### src/rtl/core/sm83alu_pkg.sv
// sm83alu_pkg: shared types, operation codes and constants for the sm83 alu
// used by sm83alu_exec and sm83_alu_with_flags_core; depends on nothing
`default_nettype none

package sm83alu_pkg;

   // flag bit positions inside the packed z n h c nibble
   localparam int unsigned FLAG_Z = 3;
   localparam int unsigned FLAG_N = 2;
   localparam int unsigned FLAG_H = 1;
   localparam int unsigned FLAG_C = 0;

   // decimal adjust constants
   localparam logic [7:0] DAA_LIMIT  = 8'h99;
   localparam logic [7:0] DAA_ADJ_HI = 8'h60;
   localparam logic [7:0] DAA_ADJ_LO = 8'h06;
   localparam logic [3:0] DAA_DIGIT  = 4'd9;

   typedef enum logic [5:0] {
      OP_ADD   = 6'd0,
      OP_ADC   = 6'd1,
      OP_SUB   = 6'd2,
      OP_SBC   = 6'd3,
      OP_AND   = 6'd4,
      OP_XOR   = 6'd5,
      OP_OR    = 6'd6,
      OP_CP    = 6'd7,
      OP_INC   = 6'd8,
      OP_DEC   = 6'd9,
      OP_RLCA  = 6'd10,
      OP_RRCA  = 6'd11,
      OP_RLA   = 6'd12,
      OP_RRA   = 6'd13,
      OP_DAA   = 6'd14,
      OP_CPL   = 6'd15,
      OP_SCF   = 6'd16,
      OP_CCF   = 6'd17,
      OP_RLC   = 6'd18,
      OP_RRC   = 6'd19,
      OP_RL    = 6'd20,
      OP_RR    = 6'd21,
      OP_SLA   = 6'd22,
      OP_SRA   = 6'd23,
      OP_SWAP  = 6'd24,
      OP_SRL   = 6'd25,
      OP_BIT   = 6'd26,
      OP_RES   = 6'd27,
      OP_SET   = 6'd28,
      OP_ADD16 = 6'd29,
      OP_ADDSP = 6'd30,
      OP_INC16 = 6'd31,
      OP_DEC16 = 6'd32
   } alu_op_type;

   typedef struct packed {
      logic [5:0]  mode;
      logic [15:0] operand_a;
      logic [15:0] operand_b;
      logic [2:0]  bit_index;
      logic [3:0]  flags_in;
   } req_type;

   typedef struct packed {
      logic [15:0] result;
      logic [3:0]  flags_out;
   } rsp_type;

endpackage

`default_nettype wire

### src/rtl/core/sm83_alu_with_flags_core.sv
// sm83_alu_with_flags_core: top level of the sm83 alu, input and result registers
// depends on sm83alu_pkg and sm83alu_exec
//
// usage
//  - request channel: drive req_data and raise start for one cycle per beat;
//    a beat is taken at any rising edge where start is high and busy is low
//  - busy is held low, so a new beat may be offered in every cycle
//  - result channel: rsp_valid marks rsp_data for exactly one cycle; the
//    receiver must take it then, there is no way to hold results back
//  - timing: the beat is registered at the accepting edge, the datapath
//    works between the input register and the result register, and the
//    result is shown once the result register has captured it
//  - throughput: one beat per cycle, limited only by the single-pass
//    datapath between the two register stages
//  - reset (synchronous, active high) clears both valid bits; beats in
//    flight are dropped and no result appears until a new beat is taken
//  - no state is kept between beats; undefined operation codes give a zero
//    result with the incoming flags passed through
`default_nettype none

module sm83_alu_with_flags_core
   import sm83alu_pkg::*;
(
   input  wire logic    clock,
   input  wire logic    reset,
   input  wire logic    start,
   output logic         busy,
   input  wire req_type req_data,
   output logic         rsp_valid,
   output rsp_type      rsp_data
);

   logic    accept;
   logic    req_valid_ff;
   logic    req_valid_in;
   req_type req_ff;
   req_type req_in;
   logic    rsp_valid_ff;
   logic    rsp_valid_in;
   rsp_type rsp_ff;
   rsp_type rsp_in;
   rsp_type exec_rsp;

   // never stalls: the datapath takes a beat every cycle
   assign busy   = 1'b0;
   assign accept = start & ~busy;

   // input register stage
   assign req_valid_in = accept;
   assign req_in       = accept ? req_data : req_ff;

   always_ff @(posedge clock) begin
      if (reset) begin
         req_valid_ff <= 1'b0;
      end else begin
         req_valid_ff <= req_valid_in;
      end
      req_ff <= req_in;
   end

   sm83alu_exec u_exec (
      .req_i (req_ff),
      .rsp_o (exec_rsp)
   );

   // result register, strobe is the delayed input valid
   assign rsp_valid_in = req_valid_ff;
   assign rsp_in       = req_valid_ff ? exec_rsp : rsp_ff;

   always_ff @(posedge clock) begin
      if (reset) begin
         rsp_valid_ff <= 1'b0;
      end else begin
         rsp_valid_ff <= rsp_valid_in;
      end
      rsp_ff <= rsp_in;
   end

   assign rsp_valid = rsp_valid_ff;
   assign rsp_data  = rsp_ff;

endmodule

`default_nettype wire

### src/rtl/core/sm83alu_exec.sv
// sm83alu_exec: combinational datapath for one sm83 alu operation
// depends on sm83alu_pkg for the beat types and operation codes
`default_nettype none

module sm83alu_exec
   import sm83alu_pkg::*;
(
   input  req_type req_i,
   output rsp_type rsp_o
);

   alu_op_type  op;
   logic [7:0]  a;
   logic [7:0]  b;
   logic        cin;
   logic [3:0]  fin;
   logic        carry_t;
   logic [8:0]  sum9;
   logic [4:0]  hsum5;
   logic [8:0]  diff9;
   logic [4:0]  hdiff5;
   logic [7:0]  inc8;
   logic [7:0]  dec8;
   logic [7:0]  bit_mask;
   logic        daa_hi;
   logic        daa_lo;
   logic [7:0]  daa_adj;
   logic [7:0]  daa_res;
   logic [16:0] sum17;
   logic [12:0] hsum13;
   logic [15:0] sp_sum;
   logic [4:0]  sp_h5;
   logic [8:0]  sp_c9;
   logic [7:0]  r8;
   logic [15:0] res;
   logic [3:0]  flg;

   assign op  = alu_op_type'(req_i.mode);
   assign a   = req_i.operand_a[7:0];
   assign b   = req_i.operand_b[7:0];
   assign fin = req_i.flags_in;
   assign cin = fin[FLAG_C];

   // carry/borrow in only for adc and sbc
   assign carry_t = ((op == OP_ADC) || (op == OP_SBC)) ? cin : 1'b0;

   assign sum9   = {1'b0, a} + {1'b0, b} + {8'h00, carry_t};
   assign hsum5  = {1'b0, a[3:0]} + {1'b0, b[3:0]} + {4'h0, carry_t};
   assign diff9  = {1'b0, a} - {1'b0, b} - {8'h00, carry_t};
   assign hdiff5 = {1'b0, a[3:0]} - {1'b0, b[3:0]} - {4'h0, carry_t};
   assign inc8   = a + 8'd1;
   assign dec8   = a - 8'd1;

   assign bit_mask = 8'd1 << req_i.bit_index;

   // decimal adjust: after subtraction only the incoming h and c decide
   assign daa_hi  = cin | (~fin[FLAG_N] & (a > DAA_LIMIT));
   assign daa_lo  = fin[FLAG_H] | (~fin[FLAG_N] & (a[3:0] > DAA_DIGIT));
   assign daa_adj = (daa_hi ? DAA_ADJ_HI : 8'h00) | (daa_lo ? DAA_ADJ_LO : 8'h00);
   assign daa_res = fin[FLAG_N] ? (a - daa_adj) : (a + daa_adj);

   assign sum17  = {1'b0, req_i.operand_a} + {1'b0, req_i.operand_b};
   assign hsum13 = {1'b0, req_i.operand_a[11:0]} + {1'b0, req_i.operand_b[11:0]};

   // sp plus signed byte, flags come from the unsigned low byte add
   assign sp_sum = req_i.operand_a + {{8{b[7]}}, b};
   assign sp_h5  = {1'b0, req_i.operand_a[3:0]} + {1'b0, b[3:0]};
   assign sp_c9  = {1'b0, req_i.operand_a[7:0]} + {1'b0, b};

   always_comb begin
      r8  = 8'h00;
      res = 16'h0000;
      flg = fin;
      case (op)
         OP_ADD, OP_ADC: begin
            r8  = sum9[7:0];
            flg = {(sum9[7:0] == 8'h00), 1'b0, hsum5[4], sum9[8]};
         end
         OP_SUB, OP_SBC, OP_CP: begin
            r8  = (op == OP_CP) ? a : diff9[7:0];
            flg = {(diff9[7:0] == 8'h00), 1'b1, hdiff5[4], diff9[8]};
         end
         OP_AND: begin
            r8  = a & b;
            flg = {((a & b) == 8'h00), 1'b0, 1'b1, 1'b0};
         end
         OP_XOR: begin
            r8  = a ^ b;
            flg = {((a ^ b) == 8'h00), 3'b000};
         end
         OP_OR: begin
            r8  = a | b;
            flg = {((a | b) == 8'h00), 3'b000};
         end
         OP_INC: begin
            r8  = inc8;
            flg = {(inc8 == 8'h00), 1'b0, (a[3:0] == 4'hF), cin};
         end
         OP_DEC: begin
            r8  = dec8;
            flg = {(dec8 == 8'h00), 1'b1, (a[3:0] == 4'h0), cin};
         end
         OP_RLCA: begin
            r8  = {a[6:0], a[7]};
            flg = {3'b000, a[7]};
         end
         OP_RRCA: begin
            r8  = {a[0], a[7:1]};
            flg = {3'b000, a[0]};
         end
         OP_RLA: begin
            r8  = {a[6:0], cin};
            flg = {3'b000, a[7]};
         end
         OP_RRA: begin
            r8  = {cin, a[7:1]};
            flg = {3'b000, a[0]};
         end
         OP_DAA: begin
            r8  = daa_res;
            flg = {(daa_res == 8'h00), fin[FLAG_N], 1'b0, daa_hi};
         end
         OP_CPL: begin
            r8  = ~a;
            flg = {fin[FLAG_Z], 1'b1, 1'b1, cin};
         end
         OP_SCF: begin
            r8  = a;
            flg = {fin[FLAG_Z], 1'b0, 1'b0, 1'b1};
         end
         OP_CCF: begin
            r8  = a;
            flg = {fin[FLAG_Z], 1'b0, 1'b0, ~cin};
         end
         OP_RLC: begin
            r8  = {a[6:0], a[7]};
            flg = {(a == 8'h00), 2'b00, a[7]};
         end
         OP_RRC: begin
            r8  = {a[0], a[7:1]};
            flg = {(a == 8'h00), 2'b00, a[0]};
         end
         OP_RL: begin
            r8  = {a[6:0], cin};
            flg = {({a[6:0], cin} == 8'h00), 2'b00, a[7]};
         end
         OP_RR: begin
            r8  = {cin, a[7:1]};
            flg = {({cin, a[7:1]} == 8'h00), 2'b00, a[0]};
         end
         OP_SLA: begin
            r8  = {a[6:0], 1'b0};
            flg = {(a[6:0] == 7'h00), 2'b00, a[7]};
         end
         OP_SRA: begin
            r8  = {a[7], a[7:1]};
            flg = {(a[7:1] == 7'h00), 2'b00, a[0]};
         end
         OP_SWAP: begin
            r8  = {a[3:0], a[7:4]};
            flg = {(a == 8'h00), 3'b000};
         end
         OP_SRL: begin
            r8  = {1'b0, a[7:1]};
            flg = {(a[7:1] == 7'h00), 2'b00, a[0]};
         end
         OP_BIT: begin
            r8  = a;
            flg = {((a & bit_mask) == 8'h00), 1'b0, 1'b1, cin};
         end
         OP_RES: begin
            r8 = a & ~bit_mask;
         end
         OP_SET: begin
            r8 = a | bit_mask;
         end
         default: begin
            r8 = 8'h00;
         end
      endcase

      // wide operations override the zero-extended byte result
      case (op)
         OP_ADD16: begin
            res = sum17[15:0];
            flg = {fin[FLAG_Z], 1'b0, hsum13[12], sum17[16]};
         end
         OP_ADDSP: begin
            res = sp_sum;
            flg = {2'b00, sp_h5[4], sp_c9[8]};
         end
         OP_INC16: begin
            res = req_i.operand_a + 16'd1;
         end
         OP_DEC16: begin
            res = req_i.operand_a - 16'd1;
         end
         default: begin
            res = {8'h00, r8};
         end
      endcase
   end

   assign rsp_o.result    = res;
   assign rsp_o.flags_out = flg;

endmodule

`default_nettype wire
### config.mk
export PLATFORM = sky130hd
export DESIGN_NAME = sm83_alu_with_flags_core
export DESIGN_NICKNAME = d
export VERILOG_FILES = /design/src/rtl/core/sm83alu_pkg.sv /design/src/rtl/core/sm83_alu_with_flags_core.sv /design/src/rtl/core/sm83alu_exec.sv
export SDC_FILE = /design/constraint.sdc
export NUM_CORES = 1
export LEC_CHECK = 0
export BUFFER_PORTS_ARGS = -buffer_cell sky130_fd_sc_hd__buf_2
export CORE_MARGIN = 1
export CORE_UTILIZATION = 30
export CTS_BUF_LIST = sky130_fd_sc_hd__clkbuf_8
export DETAILED_ROUTE_END_ITERATION = 8
export GPL_TIMING_DRIVEN = 0
export SYNTH_ARGS = -nofsm -noshare
export SYNTH_HDL_FRONTEND = slang
export SYNTH_SLANG_ARGS = --single-unit
### constraint.sdc
create_clock -name clock -period 3.4 [get_ports clock]
set_input_delay 0.17 -clock clock [delete_from_list [all_inputs] [get_ports clock]]
set_output_delay 0.17 -clock clock [all_outputs]
set_load 0.01 [all_outputs]
# == After elaboration in Yosys (flattened, before gate mapping) ==
# Cells that the tools add are included.
# totals
latchBits,0
elab_cells,113
input_bits,48
n_memories,0
ff_bits,67
ramBits,0
rom_bits,0
output_inout_bits,22
# classes
magnitude_cmp,2
mul,0
mux,9
addsub,17
bitwise,15
n_reduce_logical,27
n_eq_ne,33
div_mod_pow,0
n_shift,1
# op_table
op,n
$pmux 8 s20,1
$eq 6x5->1 const B,16
$logic_not 8->1,12
$pmux 4 s21,1
$pmux 16 s4,1
$eq 6x4->1 const B,8
$and 8x8->8,3
$eq 6x3->1 const B,4
$or 8x8->8,3
$add 16x16->17,1
$add 16x1->16 const B,1
$add 16x16->16,1
$mux 8,2
$not 8->8,2
$reduce_or 2->1,8
$sub 16x1->16 const B,1
$logic_not 7->1,2
$add 12x12->13,1
$eq 6x2->1 const B,2
$add 8x8->9,1
$add 9x1->9,1
$sub 8x8->9,1
$sub 9x1->9,1
$add 8x1->8 const B,1
other kinds (25),29

# == Depth between registers and ports, before layout ==
# depth
word_depth,10
mapped_depth,18
depth_no_buf,16

# == Cells and area by module ==
# A second synthesis with hierarchy kept.
# hier_totals
cells_unflattened,838
area_unflattened_um2,7289.5
# by_module_without_submodules
module,n_inst,area_each_um2,cells_each,seq_area_each_um2
sm83alu_exec,1,5273.8,767,0.0
sm83_alu_with_flags_core,1,2015.7,71,1991.9

# == Least setup slack after synthesis ==
# OpenSTA, ideal clock, no wires.
# synth_path
path_kind,reg-to-reg
from,register req_ff[41] (netlist bit)
to,"register rsp_ff (netlist bit rsp_data[18]), data pin"
slack_ns,-0.342
setup_ns,0.271
required_ns,3.129
synth_period_minus_slack_ns,3.742
stages_incl_launch_ff,15
t_arrival_ns,3.471
cell_sequence,edfxtp_1 -> clkbuf_1 -> and4b_1 -> clkbuf_1 -> and2_0 -> clkbuf_1 -> a21oi_1 -> ha_1 -> nor2b_1 -> o31a_1 -> or4_1 -> a31o_2 -> o41ai_1 -> xor2_1 -> o22ai_1
# synth_rtl
item,line,text
"start, declared",sm83_alu_with_flags_core.sv:36,req_type req_ff;
"start signal, assigned",sm83_alu_with_flags_core.sv:58,req_ff <= req_in;
"end signal, assigned",sm83_alu_with_flags_core.sv:76,rsp_ff <= rsp_in;
"end, declared",sm83_alu_with_flags_core.sv:40,rsp_type rsp_ff;

==> results.txt <==
failing checks: setup timing
width of the die: 157 um
Layout Skew: 0.0235 ns
sw power: 0.00150 W
starting density of the core: 30.7%
most crowded layer after global routing: met2
Worst-Skew Late Latency: 0.40 ns
vias in the first global route: 7238
Post-Layout Cell Count: 1370
most frequent cells in the layout: buf_4, buf_2, edfxtp_1, nand2_1, ha_1
Hold Fails Final Rpt: 0
vias per cell: 5.66
Avg Synthesized Cell Area: 8.50 um^2
FF-to-FF path depth: 14
CP startpoint kind: register
IO buf count: 68
Slew Limit Fails: 0
CP Max Fanout: 7
Setup CP Type: reg -> reg
register clock-pin slew on the reported worst setup and hold paths: 0.10 ns
met3 Resource Use GR: 5.40%
ranking of synthesized cells by area: edfxtp_1, ha_1, xnor2_1
VDD IR-drop max: 0.167 mV
Place WS: -1.12 ns
Final nets: 1169
Synth area leader: edfxtp_1
TritonCTS clock tree: yes
max_cap viols: 0
endpoint type of the worst setup path: register
RSZ-0062 raised after global routing: yes
Inst Count DP: 1235
Async SR Flop Fraction: 0%
sequential share of power: 28.4%
Logic pwr share: 51.9%
first-pass GRT wire length: 42700 um
power density cells: 371 nW/um^2
Fmax: 0.269 GHz
Ports: 70
total grt overflow: 0
Vias: 7757
Net Sw Frac: 41.0%
Mapped Nets: 970
core area: 23500 um^2
Final Hold Slack: 0.464 ns
# H-tree levels: 3
CP Data Required Time: 3.51 ns
Synth cell types: 78
dpl hpwl: 21000 um
Cells after Synth: 847
gpl congestion: 1.08
root buffer cell: clkbuf_8
die area: 24600 um^2
leakage power total: 3.89 nW
CTS Buf Count: 9
Worst Tran Pin Value: 1.32 ns
#FFs+latches synth: 67
DRT antenna net count: 0
arrival time worst endpoint: 3.82 ns
final worst setup slack: -0.313 ns
DR pass1 iterations: 5
maximum root-to-sink buffer count: 2
Synth Warn #: 0
final cycle utilization of the critical path: 109%
Cell Rows: 56
grt met1 use: 31.7%
Rel. slew slack: 11.2%
Clock power frac: 19.7%
outcome: complete, but fails checks
Setup-failing EPs final: 12
synthesis-to-finish area growth: 37.1%
CTS Sinks: 67
drt first-iter violations: 756
Routed WL: 28900 um
GR Util met2: 35.0%
fraction of layout instances using a drive strength above 1: 27.6%
Seq/Total Area, Yosys: 27.7%
cell-internal power: 0.00216 W
initial antenna violation count: 0
Hold Path Class: in -> reg
pin count of the biggest net entering global routing: 47
count of antenna diodes in the layout: 0
number of remaining DRC errors: 0
Main synth FF type: edfxtp_1
post-synthesis cell area: 7200 um^2
Post-synth EDFFs: 65
gr usage total: 23.4%
hold path depth: 3
Finished Core Util: 42.0%
Die Y: 157 um
min cycle time layout: 3.71 ns
Synth top area share: 27.1%
# fillers: 2344
drt wl/cell: 21.1 um
## layout make-up
cell class / count / area (um^2) / area share [%]
clock inverter: 7 / 75.1 / 0.761
buffer: 50 / 364 / 3.69
multi-input combinational: 688 / 5350 / 54.2
tap: 319 / 399 / 4.05
clock buffer: 9 / 124 / 1.26
inverter: 39 / 169 / 1.71
sequential: 67 / 1990 / 20.2
timing repair buffer: 191 / 1400 / 14.1
## critical path, stage by stage (launching register included)
cell	delay [ns]
edfxtp_1	0.45
buf_6	0.16
buf_8	0.12
nor2_4	0.11
nand2_2	0.06
or3_4	0.37
fa_2	0.38
fa_2	0.38
o21a_4	0.23
nor2_4	0.12
xnor2_2	0.12
a22oi_2	0.19
nand4_1	0.20
nor4_4	0.39
o211ai_1	0.16
## kinds of logic (layout without fill, tap and decap cells)
family,Yosys count,after routing,synth area share [%]
adder cells (fa/ha/maj),75,75,13.5
flip-flops,67,67,27.7
multiplexers,8,8,1.11
AO/OA/AOI/OAI,263,263,25.1
buffers and inverters,92,296,5.13
XOR/XNOR,55,55,6.69
AND/OR/NAND/NOR,286,286,20.8
other,1,1,0.0521
## metal layers
metal	vias up	wire (um)	part of all wire, %
li1	3613	-	-
met1	3665	12700	44
met2	401	12400	43
met3	78	2570	8.9
met4	0	1250	4.3
met5	-	0	0
## synthesized netlist by cell type (all sizes together) (15+ instances only)
library cell and count:
nand2 65, inv 37, ha 71, nor3 24
buf 17, nand3 29, xnor2 30, nand4 18
o21ai 46, o21a 17, nor2 58, clkbuf 36
edfxtp 65, a211oi 15, a21oi 48, xor2 25
## what timing repair did
action,CTS,global route
buffers inserted,39,39
pin swaps,34,47
hold buffers,46,0
gates cloned,0,0
hold endpoints to repair,47,0
resized for setup,87,75
endpoints found under the setup margin,19,17
## power by group through the flow
stage          sequential, W  combinational, W  clock (W)
2_1_floorplan        0.00106          0.000984          0
3_3_place_gp         0.00107           0.00140          0
3_5_place_dp         0.00107           0.00140          0
4_1_cts              0.00104           0.00167   0.000742
5_1_grt              0.00105           0.00202   0.000774
6_report             0.00104           0.00190   0.000722
## metrics by stage
stage | instance area [um^2] | total power (W) | TNS (ns)
floorplan | 7290 | 0.00204 | -0.00391
global placement | 8030 | 0.00247 | -11.85
detailed placement | 8040 | 0.00247 | -11.40
CTS | 9350 | 0.00346 | -1.82
global route | 9870 | 0.00384 | -2.79
finish | 9870 | 0.00366 | -1.87
## path summary, 6_finish.rpt
kind         startpoint      endpoint  slack [ns]
max          req_ff[43]   rsp_data[8]       -0.31
max reg2reg  req_ff[43]   rsp_data[8]       -0.31
min               reset  req_valid_ff        0.46
min reg2reg   req_ff[3]   rsp_data[3]        0.79
## state kept, by name (all words and copies together), names as in the netlist
register      cells
rsp_valid         1
req_valid_ff      1
rsp_data         20
req_ff           45
Power figures use the tool's default switching activity.
